--- config.mk ---
export PLATFORM = sky130hd
export DESIGN_NAME = ramp_setpoint_pid_heater_unit
export DESIGN_NICKNAME = d
export VERILOG_FILES = /design/src/design/rsph_pkg.sv /design/src/design/ramp_setpoint_pid_heater_unit.sv /design/src/design/rsph_ctrl.sv /design/src/design/rsph_datapath.sv
export VERILOG_INCLUDE_DIRS = /design/src /design/src/design
export SDC_FILE = /design/constraint.sdc
export NUM_CORES = 2
export LEC_CHECK = 0
export BUFFER_PORTS_ARGS = -buffer_cell sky130_fd_sc_hd__buf_2
export CORE_MARGIN = 2
export CORE_UTILIZATION = 30
export DETAILED_ROUTE_END_ITERATION = 6
export GPL_TIMING_DRIVEN = 0
export REMOVE_ABC_BUFFERS = 1
export SLEW_MARGIN = 5
export SYNTH_ARGS = -nofsm -noshare
export SYNTH_HDL_FRONTEND = slang
export SYNTH_SLANG_ARGS = --single-unit
--- constraint.sdc ---
create_clock -name clk_i -period 15.7 [get_ports clk_i]
set_input_delay 3.14 -clock clk_i [delete_from_list [all_inputs] [get_ports clk_i]]
set_output_delay 3.14 -clock clk_i [all_outputs]
set_load 0.03 [all_outputs]
--- src/design/ramp_setpoint_pid_heater_unit_assert.svh ---
// Assertion macros for the ramp setpoint PID heater unit.
// Included by the top level; no other dependencies.
`ifndef RAMP_SETPOINT_PID_HEATER_UNIT_ASSERT_SVH
`define RAMP_SETPOINT_PID_HEATER_UNIT_ASSERT_SVH
`ifndef NO_ASSERTIONS
`define RSPH_ASSERT_IMPL(lbl, clk, rst_n, ante, cons) \
  lbl: assert property (@(posedge clk) disable iff (!rst_n) (ante) |-> (cons)) \
    else $error("rsph assertion failed");
`define RSPH_ASSERT_NEXT(lbl, clk, rst_n, ante, cons) \
  lbl: assert property (@(posedge clk) disable iff (!rst_n) (ante) |=> (cons)) \
    else $error("rsph assertion failed");
`else
`define RSPH_ASSERT_IMPL(lbl, clk, rst_n, ante, cons)
`define RSPH_ASSERT_NEXT(lbl, clk, rst_n, ante, cons)
`endif
`endif

--- src/design/rsph_pkg.sv ---
// Shared types and constants of the ramp setpoint PID heater unit.
// No dependencies; imported by every module of the block.
`default_nettype none
package rsph_pkg;

  // Command codes of an input transaction.
  typedef enum logic [1:0] {
    CMD_START  = 2'd0,
    CMD_TICK   = 2'd1,
    CMD_CANCEL = 2'd2
  } cmd_e;

  // Configuration register indexes.
  localparam logic [2:0] REG_KP       = 3'd0;
  localparam logic [2:0] REG_KI       = 3'd1;
  localparam logic [2:0] REG_KD       = 3'd2;
  localparam logic [2:0] REG_DEADBAND = 3'd3;
  localparam logic [2:0] REG_DUTY_MAX = 3'd4;

  localparam int unsigned ErrW     = 20;
  localparam int unsigned NumW     = 29;   // |4*(target-base)*elapsed|
  localparam int unsigned DivSteps = 29;   // one quotient bit per cycle
  localparam int unsigned CntW     = 5;
  // floor(x/20) == (x*52429)>>20 for every 16-bit x.
  localparam logic [16:0] Recip20  = 17'd52429;

  typedef enum logic [3:0] {
    S_IDLE, S_PREP, S_DIVLD, S_DIV, S_ERR, S_MUL, S_APPLY, S_DUTY, S_OUT
  } state_e;

  typedef enum logic [1:0] {
    MUL_P, MUL_I, MUL_D
  } mul_sel_e;

  typedef struct packed {
    logic     accept;
    logic     prep;
    logic     div_load;
    logic     div_step;
    logic     err_step;
    logic     mul_en;
    mul_sel_e mul_sel;
    logic     acc_en;
    logic     apply_cmd;
    logic     apply_duty;
    logic     out_load;
  } ctrl_cmd_t;

  typedef struct packed {
    logic ctl_tick;
  } dp_status_t;

endpackage
`default_nettype wire

--- src/design/ramp_setpoint_pid_heater_unit.sv ---
// Top level of the ramp setpoint PID heater unit: configuration registers,
// controller and datapath. Depends on rsph_pkg, rsph_ctrl, rsph_datapath.
//
// Usage: each input transaction carries a command (start segment, one-second
// tick or cancel) with its fields, and gives exactly one result transaction
// with the duty, the running flag, the segment end flag and the last error.
// Start, cancel, idle ticks, the segment end tick and a skipped first tick
// go from acceptance straight to the output register state.
// A control tick runs a bit-serial divider for the ramp setpoint and three
// products through one shared multiplier, in the states prep, divider load,
// divide, error, multiply, apply and duty, before the output register state.
// One transaction is in work at a time.
// The result waits in an output register, so the next transaction is taken
// while the receiver stalls; its own result then waits until the register
// is free. Reset loads the gains (kp 1.0, ki 0, kd 0), deadband 4 and
// duty_max 100, stops the segment and clears duty, error and window.
// Configuration writes take effect at the clock edge of the write enable.
`default_nettype none
`include "ramp_setpoint_pid_heater_unit_assert.svh"
module ramp_setpoint_pid_heater_unit
  import rsph_pkg::*;
#(
  parameter int unsigned WINDOW = 8
)(
  input  wire logic        clk_i,
  input  wire logic        rst_ni,
  input  wire logic        cfg_we_i,
  input  wire logic [2:0]  cfg_idx_i,
  input  wire logic [15:0] cfg_data_i,
  input  wire logic        in_valid_i,
  output logic             in_ready_o,
  input  wire logic [1:0]  cmd_i,
  input  wire logic [12:0] measured_temp_i,
  input  wire logic [15:0] elapsed_s_i,
  input  wire logic [10:0] base_temp_i,
  input  wire logic [10:0] target_temp_i,
  input  wire logic [15:0] seg_duration_i,
  input  wire logic        hold_mode_i,
  input  wire logic        skip_first_i,
  input  wire logic        start_full_i,
  input  wire logic        clear_window_i,
  input  wire logic        cool_at_end_i,
  output logic             out_valid_o,
  input  wire logic        out_ready_i,
  output logic [15:0]      duty_o,
  output logic             active_o,
  output logic             seg_done_o,
  output logic signed [19:0] error_q2_o
);

  logic [15:0] kp_q, ki_q, kd_q, duty_max_q;
  logic [11:0] deadband_q;
  ctrl_cmd_t   ctrl_cmd;
  dp_status_t  dp_status;

  // Configuration registers.
  always_ff @(posedge clk_i or negedge rst_ni) begin
    if (!rst_ni) begin
      kp_q       <= 16'd256;
      ki_q       <= '0;
      kd_q       <= '0;
      deadband_q <= 12'd4;
      duty_max_q <= 16'd100;
    end else if (cfg_we_i) begin
      unique case (cfg_idx_i)
        REG_KP:       kp_q       <= cfg_data_i;
        REG_KI:       ki_q       <= cfg_data_i;
        REG_KD:       kd_q       <= cfg_data_i;
        REG_DEADBAND: deadband_q <= cfg_data_i[11:0];
        REG_DUTY_MAX: duty_max_q <= cfg_data_i;
        default: ;
      endcase
    end
  end

  rsph_ctrl u_ctrl (
    .clk_i       (clk_i),
    .rst_ni      (rst_ni),
    .in_valid_i  (in_valid_i),
    .in_ready_o  (in_ready_o),
    .out_valid_o (out_valid_o),
    .out_ready_i (out_ready_i),
    .status_i    (dp_status),
    .cmd_o       (ctrl_cmd)
  );

  rsph_datapath #(
    .WINDOW (WINDOW)
  ) u_datapath (
    .clk_i           (clk_i),
    .rst_ni          (rst_ni),
    .cmd_i           (ctrl_cmd),
    .status_o        (dp_status),
    .kp_i            (kp_q),
    .ki_i            (ki_q),
    .kd_i            (kd_q),
    .deadband_i      (deadband_q),
    .duty_max_i      (duty_max_q),
    .cmd_in_i        (cmd_i),
    .measured_temp_i (measured_temp_i),
    .elapsed_s_i     (elapsed_s_i),
    .base_temp_i     (base_temp_i),
    .target_temp_i   (target_temp_i),
    .seg_duration_i  (seg_duration_i),
    .hold_mode_i     (hold_mode_i),
    .skip_first_i    (skip_first_i),
    .start_full_i    (start_full_i),
    .clear_window_i  (clear_window_i),
    .cool_at_end_i   (cool_at_end_i),
    .duty_o          (duty_o),
    .active_o        (active_o),
    .seg_done_o      (seg_done_o),
    .error_q2_o      (error_q2_o)
  );

  // One transaction in work at a time.
  `RSPH_ASSERT_NEXT(a_one_in_work, clk_i, rst_ni, in_valid_i && in_ready_o, !in_ready_o)
  // A segment end result never reports a running segment.
  `RSPH_ASSERT_IMPL(a_done_stops, clk_i, rst_ni, out_valid_o && seg_done_o, !active_o)

endmodule
`default_nettype wire

--- src/design/rsph_ctrl.sv ---
// Controller state machine of the heater unit: sequences one transaction.
// Depends on rsph_pkg.
`default_nettype none
module rsph_ctrl
  import rsph_pkg::*;
(
  input  wire logic       clk_i,
  input  wire logic       rst_ni,
  input  wire logic       in_valid_i,
  output logic            in_ready_o,
  output logic            out_valid_o,
  input  wire logic       out_ready_i,
  input  wire dp_status_t status_i,
  output ctrl_cmd_t       cmd_o
);

  state_e            state_q, state_d;
  logic [CntW-1:0]   cnt_q, cnt_d;
  logic              out_valid_q, out_valid_d;

  localparam logic [CntW-1:0] DivLast = CntW'(DivSteps - 1);
  localparam logic [CntW-1:0] MulLast = CntW'(3);

  // State, counter and result valid registers.
  always_ff @(posedge clk_i or negedge rst_ni) begin
    if (!rst_ni) begin
      state_q     <= S_IDLE;
      cnt_q       <= '0;
      out_valid_q <= 1'b0;
    end else begin
      state_q     <= state_d;
      cnt_q       <= cnt_d;
      out_valid_q <= out_valid_d;
    end
  end

  // Next state and datapath commands.
  always_comb begin
    state_d = state_q;
    cnt_d   = cnt_q;
    cmd_o   = '0;
    cmd_o.mul_sel = MUL_P;
    unique case (state_q)
      S_IDLE: begin
        if (in_valid_i) begin
          cmd_o.accept = 1'b1;
          state_d = status_i.ctl_tick ? S_PREP : S_OUT;
        end
      end
      S_PREP: begin
        cmd_o.prep = 1'b1;
        state_d = S_DIVLD;
      end
      S_DIVLD: begin
        cmd_o.div_load = 1'b1;
        cnt_d = '0;
        state_d = S_DIV;
      end
      S_DIV: begin
        cmd_o.div_step = 1'b1;
        cnt_d = cnt_q + 1'b1;
        if (cnt_q == DivLast) state_d = S_ERR;
      end
      S_ERR: begin
        cmd_o.err_step = 1'b1;
        cnt_d = '0;
        state_d = S_MUL;
      end
      S_MUL: begin
        // Three products through one multiplier, each accumulated in the cycle after it is formed.
        cmd_o.mul_en = (cnt_q != MulLast);
        cmd_o.acc_en = (cnt_q != '0);
        unique case (cnt_q[1:0])
          2'd1:    cmd_o.mul_sel = MUL_I;
          2'd2:    cmd_o.mul_sel = MUL_D;
          default: cmd_o.mul_sel = MUL_P;
        endcase
        cnt_d = cnt_q + 1'b1;
        if (cnt_q == MulLast) state_d = S_APPLY;
      end
      S_APPLY: begin
        cmd_o.apply_cmd = 1'b1;
        state_d = S_DUTY;
      end
      S_DUTY: begin
        cmd_o.apply_duty = 1'b1;
        state_d = S_OUT;
      end
      S_OUT: begin
        if (!out_valid_q || out_ready_i) begin
          cmd_o.out_load = 1'b1;
          state_d = S_IDLE;
        end
      end
      default: state_d = S_IDLE;
    endcase
  end

  assign out_valid_d = cmd_o.out_load | (out_valid_q & ~out_ready_i);
  assign in_ready_o  = (state_q == S_IDLE);
  assign out_valid_o = out_valid_q;

endmodule
`default_nettype wire

--- src/design/rsph_datapath.sv ---
// Datapath of the heater unit: segment state, error window memory,
// serial divider, shared multiplier and result registers. Depends on rsph_pkg.
`default_nettype none
module rsph_datapath
  import rsph_pkg::*;
#(
  parameter int unsigned WINDOW = 8
)(
  input  wire logic        clk_i,
  input  wire logic        rst_ni,
  input  wire ctrl_cmd_t   cmd_i,
  output dp_status_t       status_o,
  input  wire logic [15:0] kp_i,
  input  wire logic [15:0] ki_i,
  input  wire logic [15:0] kd_i,
  input  wire logic [11:0] deadband_i,
  input  wire logic [15:0] duty_max_i,
  input  wire logic [1:0]  cmd_in_i,
  input  wire logic [12:0] measured_temp_i,
  input  wire logic [15:0] elapsed_s_i,
  input  wire logic [10:0] base_temp_i,
  input  wire logic [10:0] target_temp_i,
  input  wire logic [15:0] seg_duration_i,
  input  wire logic        hold_mode_i,
  input  wire logic        skip_first_i,
  input  wire logic        start_full_i,
  input  wire logic        clear_window_i,
  input  wire logic        cool_at_end_i,
  output logic [15:0]      duty_o,
  output logic             active_o,
  output logic             seg_done_o,
  output logic signed [ErrW-1:0] error_q2_o
);

  localparam int unsigned PtrW = (WINDOW > 1) ? $clog2(WINDOW) : 1;
  localparam int unsigned SumW = ErrW + PtrW;
  localparam int unsigned PrdW = 17 + SumW;
  localparam int unsigned AccW = PrdW + 2;
  localparam logic [PtrW-1:0] PtrLast = PtrW'(WINDOW - 1);

  // Segment and control state.
  logic                   running_q;
  logic [2:0]             flags_q;     // bit0 hold, bit1 skip_first, bit2 cool
  logic [10:0]            base_q, target_q;
  logic [15:0]            length_q;
  logic signed [ErrW-1:0] last_err_q;
  logic signed [SumW-1:0] sum_q;
  logic [PtrW-1:0]        ptr_q;
  logic [WINDOW-1:0]      vld_q;
  logic signed [31:0]     dcmd_q;
  logic [15:0]            duty_q;
  logic                   done_q;
  logic [12:0]            meas_q;
  logic [15:0]            elap_q;

  // Work registers.
  logic [11:0]            d20_q;
  logic [26:0]            nmag_q;
  logic [NumW-1:0]        div_n_q;
  logic [15:0]            div_r_q;
  logic signed [ErrW-1:0] win_rd_q;
  logic                   old_vld_q;
  logic signed [20:0]     diff_q;
  logic signed [PrdW-1:0] prod_q;
  logic signed [AccW-1:0] acc_q;

  logic signed [ErrW-1:0] win_mem [WINDOW];

  // Transaction decode at acceptance.
  logic is_start, is_tick, is_cancel, seg_end;
  assign is_start  = (cmd_in_i == CMD_START);
  assign is_tick   = (cmd_in_i == CMD_TICK);
  assign is_cancel = (cmd_in_i == CMD_CANCEL);
  assign seg_end   = is_tick && running_q && (elapsed_s_i >= length_q);
  assign status_o.ctl_tick = is_tick && running_q && (elapsed_s_i < length_q) &&
                             !(flags_q[1] && (elapsed_s_i == 16'd0));

  // Ramp difference magnitude and sign.
  logic signed [11:0] tb_diff;
  logic [10:0]        tb_mag;
  assign tb_diff = $signed({1'b0, target_q}) - $signed({1'b0, base_q});
  assign tb_mag  = tb_diff[11] ? 11'(-tb_diff) : tb_diff[10:0];

  // Duty divided by twenty through the reciprocal.
  logic [32:0] d20_prod;
  assign d20_prod = {17'd0, duty_q} * {16'd0, Recip20};

  // One restoring division step.
  logic [16:0] div_t;
  logic        div_ge;
  assign div_t  = {div_r_q, div_n_q[NumW-1]};
  assign div_ge = (div_t >= {1'b0, length_q});

  // Setpoint, compensated temperature and error.
  logic signed [16:0] setp;
  logic signed [16:0] q_s;
  logic [14:0]        comp;
  logic signed [17:0] err18;
  logic signed [ErrW-1:0] err;
  assign q_s   = $signed({3'b000, div_n_q[13:0]});
  assign setp  = flags_q[0] ? $signed({4'b0000, target_q, 2'b00})
               : (tb_diff[11] ? $signed({4'b0000, base_q, 2'b00}) - q_s
                              : $signed({4'b0000, base_q, 2'b00}) + q_s);
  assign comp  = {2'b00, meas_q} + {1'b0, d20_q, 2'b00};
  // The error range is far inside 20 bits, so the error is taken without saturation.
  assign err18 = 18'(setp) - $signed({3'b000, comp});
  assign err   = ErrW'(err18);

  logic signed [ErrW-1:0] old_val;
  assign old_val = old_vld_q ? win_rd_q : '0;

  // Multiplier operands.
  logic signed [16:0]     op_a;
  logic signed [SumW-1:0] op_b;
  always_comb begin
    unique case (cmd_i.mul_sel)
      MUL_I: begin
        op_a = $signed({1'b0, ki_i});
        op_b = sum_q;
      end
      MUL_D: begin
        op_a = $signed({1'b0, kd_i});
        op_b = SumW'(diff_q);
      end
      default: begin
        op_a = $signed({1'b0, kp_i});
        op_b = SumW'(last_err_q);
      end
    endcase
  end

  // Rounding to nearest, ties away from zero, and saturation to 32 bits.
  logic [AccW-1:0]    mag;
  logic [63:0]        q64;
  logic signed [31:0] pid;
  assign mag = acc_q[AccW-1] ? AccW'(-acc_q) : AccW'(acc_q);
  assign q64 = 64'((mag + AccW'(512)) >> 10);
  always_comb begin
    if (acc_q[AccW-1]) begin
      pid = (q64 > 64'h8000_0000) ? 32'sh8000_0000 : 32'(-$signed(q64));
    end else begin
      pid = (q64 > 64'h7FFF_FFFF) ? 32'sh7FFF_FFFF : $signed(q64[31:0]);
    end
  end

  logic outside_db;
  assign outside_db = (21'(last_err_q) > $signed({9'd0, deadband_i})) ||
                      (21'(last_err_q) < -$signed({9'd0, deadband_i}));

  // Control state registers.
  always_ff @(posedge clk_i or negedge rst_ni) begin
    if (!rst_ni) begin
      running_q  <= 1'b0;
      flags_q    <= '0;
      base_q     <= '0;
      target_q   <= '0;
      length_q   <= 16'd1;
      last_err_q <= '0;
      sum_q      <= '0;
      ptr_q      <= '0;
      vld_q      <= '0;
      dcmd_q     <= '0;
      duty_q     <= '0;
      done_q     <= 1'b0;
    end else begin
      if (cmd_i.accept) begin
        done_q <= seg_end;
        if (is_start) begin
          running_q <= 1'b1;
          base_q    <= base_temp_i;
          target_q  <= target_temp_i;
          length_q  <= (seg_duration_i == 16'd0) ? 16'd1 : seg_duration_i;
          flags_q   <= {cool_at_end_i, skip_first_i, hold_mode_i};
          if (start_full_i) duty_q <= duty_max_i;
          if (clear_window_i) begin
            vld_q <= '0;
            sum_q <= '0;
            ptr_q <= '0;
          end
        end else if (seg_end) begin
          running_q <= 1'b0;
          if (flags_q[2]) duty_q <= '0;
        end else if (is_cancel) begin
          running_q <= 1'b0;
          duty_q    <= '0;
        end
      end
      // Window push of the previous error and new error.
      if (cmd_i.err_step) begin
        sum_q        <= sum_q - SumW'(old_val) + SumW'(last_err_q);
        vld_q[ptr_q] <= 1'b1;
        ptr_q        <= (ptr_q == PtrLast) ? '0 : ptr_q + 1'b1;
        last_err_q   <= err;
      end
      if (cmd_i.apply_cmd && outside_db) dcmd_q <= pid;
      // Duty from the command word, clamped to zero and duty_max; a zero command keeps the duty within duty_max.
      if (cmd_i.apply_duty) begin
        if (dcmd_q > 32'sd0) begin
          duty_q <= (dcmd_q > $signed({16'd0, duty_max_i})) ? duty_max_i : dcmd_q[15:0];
        end else if (dcmd_q < 32'sd0) begin
          duty_q <= '0;
        end else if (duty_q > duty_max_i) begin
          duty_q <= duty_max_i;
        end
      end
    end
  end

  // Window memory, written and read at the pointer.
  always_ff @(posedge clk_i) begin
    if (cmd_i.err_step) win_mem[ptr_q] <= last_err_q;
    if (cmd_i.prep) win_rd_q <= win_mem[ptr_q];
  end

  // Work registers of the tick computation.
  always_ff @(posedge clk_i) begin
    if (cmd_i.accept) begin
      meas_q <= measured_temp_i;
      elap_q <= elapsed_s_i;
    end
    if (cmd_i.prep) begin
      old_vld_q <= vld_q[ptr_q];
      d20_q     <= d20_prod[31:20];
      nmag_q    <= {16'd0, tb_mag} * {11'd0, elap_q};
    end
    if (cmd_i.div_load) begin
      div_n_q <= {nmag_q, 2'b00};
      div_r_q <= '0;
    end
    if (cmd_i.div_step) begin
      div_r_q <= div_ge ? 16'(div_t - {1'b0, length_q}) : div_t[15:0];
      div_n_q <= {div_n_q[NumW-2:0], div_ge};
    end
    if (cmd_i.err_step) begin
      diff_q <= 21'(err) - 21'(last_err_q);
      acc_q  <= '0;
    end
    if (cmd_i.mul_en) prod_q <= PrdW'(op_a) * PrdW'(op_b);
    if (cmd_i.acc_en) acc_q <= acc_q + AccW'(prod_q);
    if (cmd_i.out_load) begin
      duty_o     <= duty_q;
      active_o   <= running_q;
      seg_done_o <= done_q;
      error_q2_o <= last_err_q;
    end
  end

endmodule
`default_nettype wire

* Word-level counts from Yosys, hierarchy flattened
Memory sizes are Yosys's and may differ from the RTL's. A register that Yosys moved wholly into a read port is not among the register bits. Cells that the tools add are included.
Storage, ports and cells: register bits after elaboration 482, memory bits (writable) 160, input bits 98, output and inout bits 40, logic and storage cells 203, memories 1
Cells by class: $add $sub $neg 17, $mul 3, $lt $le $gt $ge 13, equal/unequal tests 26, mux-type cells 70, bitwise operators 4, reductions and logical operators 35
Memories:
- u_datapath.win_mem | words 8, bits a word 20, read ports 1, clocked after Yosys merged registers in 1, wr ports 1, line rsph_datapath.sv:67 | logic signed [ErrW-1:0] win_mem [WINDOW];
Operators by type and width (count):
- 16-bit 2-to-1 mux | 15
- 42-bit 2-to-1 mux | 3
- 32-bit 2-to-1 mux | 3
- 23-bit 2-to-1 mux | 4
- 29-bit 2-to-1 mux | 2
- 23-bit one-hot mux with 2 select lines | 1
- 42-bit by 10-bit adder with 43-bit output (second input constant) | 1
- 42-bit by 40-bit adder with 42-bit output | 1
- 42-bit negation | 1
- 17-bit by 23-bit multiplier with 40-bit output | 1
- 4-bit one-hot mux with 9 select lines | 1
- 17-bit 2-to-1 mux | 2
- 33-bit by 31-bit > comparator with 1-bit output (second input constant) | 1
- 33-bit by 32-bit > comparator with 1-bit output (second input constant) | 1
- 32-bit by 1-bit > comparator with 1-bit output (second input constant) | 1
- 32-bit by 17-bit > comparator with 1-bit output | 1
- 16-bit zero test | 2
- 32-bit by 1-bit less-than comparator with 1-bit output (second input constant) | 1
- 16-bit by 16-bit multiplier with 32-bit output (second input constant) | 1
- 8-bit 2-to-1 mux | 4
- 32-bit negation | 1
- 16-bit one-hot mux with 2 select lines | 1
- 13-bit by 14-bit adder with 15-bit output | 2
- 11-bit by 16-bit multiplier with 27-bit output | 1
- 59 further kinds | 116

* Depth between registers and ports, before layout
depth after elaboration 10, mapped depth 37, depth with buffers taken out 36

* By module
From an unflattened synthesis, not the netlist that was laid out.
Unflattened totals: cells, all modules 5880, area total of the unflattened synthesis 60052.6 um^2
Modules (own cells, without submodules):
- rsph_datapath | instances 1, cells each 5635, area each 56366.6 um^2, sequential area each 15981.6 um^2
- ramp_setpoint_pid_heater_unit | instances 1, cells each 165, area each 2921.6 um^2, sequential area each 1908.1 um^2
- rsph_ctrl | instances 1, cells each 80, area each 764.5 um^2, sequential area each 250.2 um^2

* Least setup slack after synthesis
OpenSTA, ideal clock, no wires.
kind reg-to-reg, from reg u_ctrl.state_q[1], to reg u_datapath.prod_q[39] (data pin), library setup time 0.259 ns, arrival time 8.533 ns, data required time 15.441 ns, path slack 6.908 ns, stages on the path, launching flop included 36, buffers on the path 3, clock period less this slack 8.792 ns, path through dfrtp_1 buf_1 nand2b_1 nor2_1 and2_1 ha_1 clkbuf_1 buf_1 a22oi_1 o21ai_1 nand2_1 fa_1 inv_1 fa_1 inv_1 fa_1 inv_1 fa_1 inv_1 fa_1 inv_1 fa_1 ha_1 and3_1 a221o_1 a21oi_1 nor3b_1 nand3_1 nand3_1 a31oi_1 a311oi_1 nor3_1 nor3_1 o21bai_1 a21oi_1 xnor2_1
Between the ends: longest elaborated chain between the ends 5, elaborated cells between the ends (all ways) 7, classes of those cells 1 x mul; 3 x eq/ne; 3 x mux
Ends and longest elaborated chain:
- from (decl) | line rsph_ctrl.sv:17 | state_e state_q, state_d;
- from (signal assigned) | line rsph_ctrl.sv:31 | state_q <= state_d;
- 4-bit by 3-bit equality test with 1-bit output (*) | line rsph_ctrl.sv:43 | unique case (state_q)
- 4-bit 2-to-1 mux (*) | line rsph_ctrl.sv:43
- 2-bit equality test or 2-bit by 1-bit equality test with 1-bit output (tied branches) | line rsph_datapath.sv:116 | unique case (cmd_i.mul_sel)
- 16-bit one-hot mux with 2 select lines or 23-bit one-hot mux with 2 select lines (tied branches) | line rsph_datapath.sv:116
- 17-bit by 23-bit multiplier with 40-bit output (*) | line rsph_datapath.sv:238 | if (cmd_i.mul_en) prod_q <= PrdW'(op_a) * PrdW'(op_b);
- to (signal assigned) | line rsph_datapath.sv:238
- to (decl) | line rsph_datapath.sv:64 | logic signed [PrdW-1:0] prod_q;
Every way passes the cells marked *; elsewhere a longest branch is shown, timed or not. A chain may end at the register's enable or synchronous reset.

* Worst setup path in the final report
from reg u_ctrl.state_q[0], to reg u_datapath.prod_q[39] (data pin)
Same word-level chain as after synthesis.

==> flow_summary_export.csv <==
group,metric,value,unit
placement,portBuffers,137,
synth,synthCells,6093,
sta,tns,0,ps
worst_setup_path,critPathMaxFanout,35,
clock_network,hold_buffers,0,
floorplanning,dieHeight,452.8,um
floorplanning,die_w,452.8,um
sta,fmax,88.80,MHz
clock_network,clockRootBuffer,"clkbuf_16",
detailed_routing,first_iter_violations,2808,
clock_network,post_cts_buffers,0,
synth,ys_warn_count,0,
synth,ys_top_cells_by_area,"edfxtp_1 (21%), fa_1 (20%), ha_1 (11%)",
detailed_routing,drt-total-wl,154200,um
clock_network,cts_made_buffers,78,
grt,grt_max_degree,100,
synth,syn-cell-area,60430,um^2
worst_setup_path,cp_slowest_stage_delay,960,ps
detailed_routing,antenna_left,0,
clock_network,post_cts_resized,0,
detailed_routing,drc,0,
worst_setup_path,critPathRequiredTime,16130,ps
clock_network,cts_max_level,3,
detailed_routing,vias,43640,
sta,period_needed,11260,ps
detailed_routing,vias_per_cell,4.904,
worst_setup_path,worstSetupEndpointType,"flop",
grt,use_met2,26.21,%
floorplanning,initial_core_util,30.21,%
grt,grt_overflow,0,
detailed_routing,firstDrtPassIters,5,
grt,top_usage_layer,"met2",
synth,synth.top_cell.area_share,20.52,%
synth,yosysSeqAreaShare,30.02,%
sta,slew_headroom,17.16,%
synth,yosysMostFrequentCell,"inv_1",
sta,skew,56.03,ps
placement,routabilityCongestion,0.8751,
finish,layout.nets,7416,
sta,drv_slew,0,
worst_setup_path,worst_ep_arrival_time,11690,ps
worst_setup_path,path_class,"reg -> reg",
detailed_routing,routedWlPerCell,17.33,um
grt,antenna_found_initial,7,
status,status,"finished, final reports clean",
worst_setup_path,r2r_slack,4440,ps
clock_network,clk_pin_slew,60,ps
grt,grt.met3_usage,1.735,%
finish,area_growth,11.73,%
grt,globalRouteMet1Util,20.24,%
grt,grt_pass1_vias,45140,
synth,async_flop_share,35.67,%
finish,nFillCells,20190,
synth,synth_ff_type,"edfxtp_1",
clock_network,cts_buffer_depth,3,
clock_network,cts.sinks,642,
synth,synth_seq_cells,642,
worst_setup_path,slowest_stage,"nor2_1",
finish,drive_above_1_share,9.199,%
grt,grt_use_total,15.31,%
floorplanning,core,200100,um^2
clock_network,clk_latency,710,ps
placement,hpwl,123000,um
floorplanning,die_area,205000,um^2
min_path,hold_class,"reg -> reg",
clock_network,tritoncts,"yes",
sta,setup_violations,0,
flow_run,drv_cap,0,
worst_setup_path,start_kind,"flop",
synth,synth_edf_count,413,
floorplanning,ios,138,
sta,grt_setup_unrepaired,"false",
sta,tightest_slew,1240,ps
synth,avgSynthCellArea,9.918,um^2
sta,period_share,71.73,%
sta,hold_viol,0,
grt,grt_pass1_wl,251400,um
synth,yosys-top-cells-count,"inv_1 (943), nand2_1 (667), fa_1 (598), ha_1 (545), nor2_1 (414)",
synth,synth.distinct_cells,99,
floorplanning,rows,164,
synth,yosysTopAreaCell,"edfxtp_1",
-- flip-flops by register name (all words and copies together) (netlist names), 12 cells and up --
name                   cells
u_datapath.win_mem       144
u_datapath.acc_q          42
u_datapath.prod_q         40
u_datapath.dcmd_q         32
u_datapath.div_n_q        29
u_datapath.nmag_q         27
u_datapath.sum_q          23
u_datapath.diff_q         19
u_datapath.error_q2_o     18
u_datapath.last_err_q     18
u_datapath.win_rd_q       18
duty_max_q                16
kd_q                      16
ki_q                      16
kp_q                      16
u_datapath.div_r_q        16
u_datapath.duty_o         16
u_datapath.duty_q         16
u_datapath.elap_q         16
u_datapath.length_q       16
u_datapath.meas_q         13
deadband_q                12
u_datapath.d20_q          12
-- placed cells by master (no fill, tap or decap), drive strengths merged, types with 35 or more instances in the layout --
cell type	instances
a21o	93
a21oi	216
a22oi	54
and2	88
and3	36
buf	209
clkbuf	102
dfrtp	223
edfxtp	413
fa	598
ha	545
inv	953
mux2	93
mux4	38
nand2	667
nand2b	64
nand3	84
nand4	42
nor2	415
nor2b	97
nor3	101
nor4	36
o21a	50
o21ai	276
or3	35
xnor2	164
xor2	106
-- critical path: cells and delay by family, from the launching register on --
kind,cells,cell delay (ps)
DFF,1,600
xor gates and xnor gates,1,100
and+or+nand+nor,10,2900
adders and majority gates,8,4180
AOI/OAI and AO/OA,8,2810
buffers and inverters,6,390
-- cell families after synthesis --
family,Yosys count,share of synthesized area [%]
xor+xnor,270,3.913
mux,162,3.663
flops,642,30.02
compound gates,973,10.42
simple gates,1751,13.63
buf+inv,1152,7.257
fa+ha+maj,1143,31.09
-- final cells by class --
class	instances	area, um^2	area share [%]
multi-input combinational	4299	38210	56.59
sequential	642	18150	26.87
inverter	945	3547	5.253
tap	2656	3323	4.922
clock buffer	102	2095	3.102
timing repair buffer	209	1658	2.455
clock inverter	43	536.8	0.7950
antenna	1	2.502	0.003706
-- per-stage QoR --
step / hold WS (ps) / area, um^2 / std cells / utilization (%) / setup slack (ps)
4_1_cts: 469.0 / 67480 / 8896 / 33.73 / 4488
2_1_floorplan: 421.0 / 59590 / 5886 / - / 5826
5_1_grt: 480.1 / 67520 / 8897 / 33.75 / 3630
3_5_place_dp: 444.8 / 64850 / 8751 / 32.41 / 4475
3_3_place_gp: 432.1 / 63600 / 8679 / 31.79 / 2200
6_report: 470.0 / 67520 / 8897 / 33.75 / 4439
-- per-layer routing --
layer | vias to the layer above | wire, um | part of all wire [%]
met2 | 857 | 75070 | 49
met3 | 219 | 6030 | 3.9
met5 | - | 0 | 0
met1 | 22000 | 68630 | 45
met4 | 0 | 4447 | 2.9
li1 | 20560 | - | -
-- worst paths after layout --
kind	depth (start not counted)	endpoint	start
worst max-delay path	33	u_datapath.prod_q[39]$_DFFE_PP_	u_ctrl.state_q[0]$_DFFE_PN0P_
worst min-delay path	0	u_datapath.seg_done_o$_DFFE_PP_	u_datapath.done_q$_DFFE_PN0P_
worst max register to register	33	u_datapath.prod_q[39]$_DFFE_PP_	u_ctrl.state_q[0]$_DFFE_PN0P_
worst min register to register	0	u_datapath.seg_done_o$_DFFE_PP_	u_datapath.done_q$_DFFE_PN0P_
max in group asynchronous	3	u_datapath.length_q[0]$_DFFE_PN1P_	rst_ni
min in group asynchronous	1	u_datapath.dcmd_q[27]$_DFFE_PN0P_	rst_ni
Power is not shown: default switching activity piles up to over one toggle a cycle in this logic, so the estimate is an artifact.
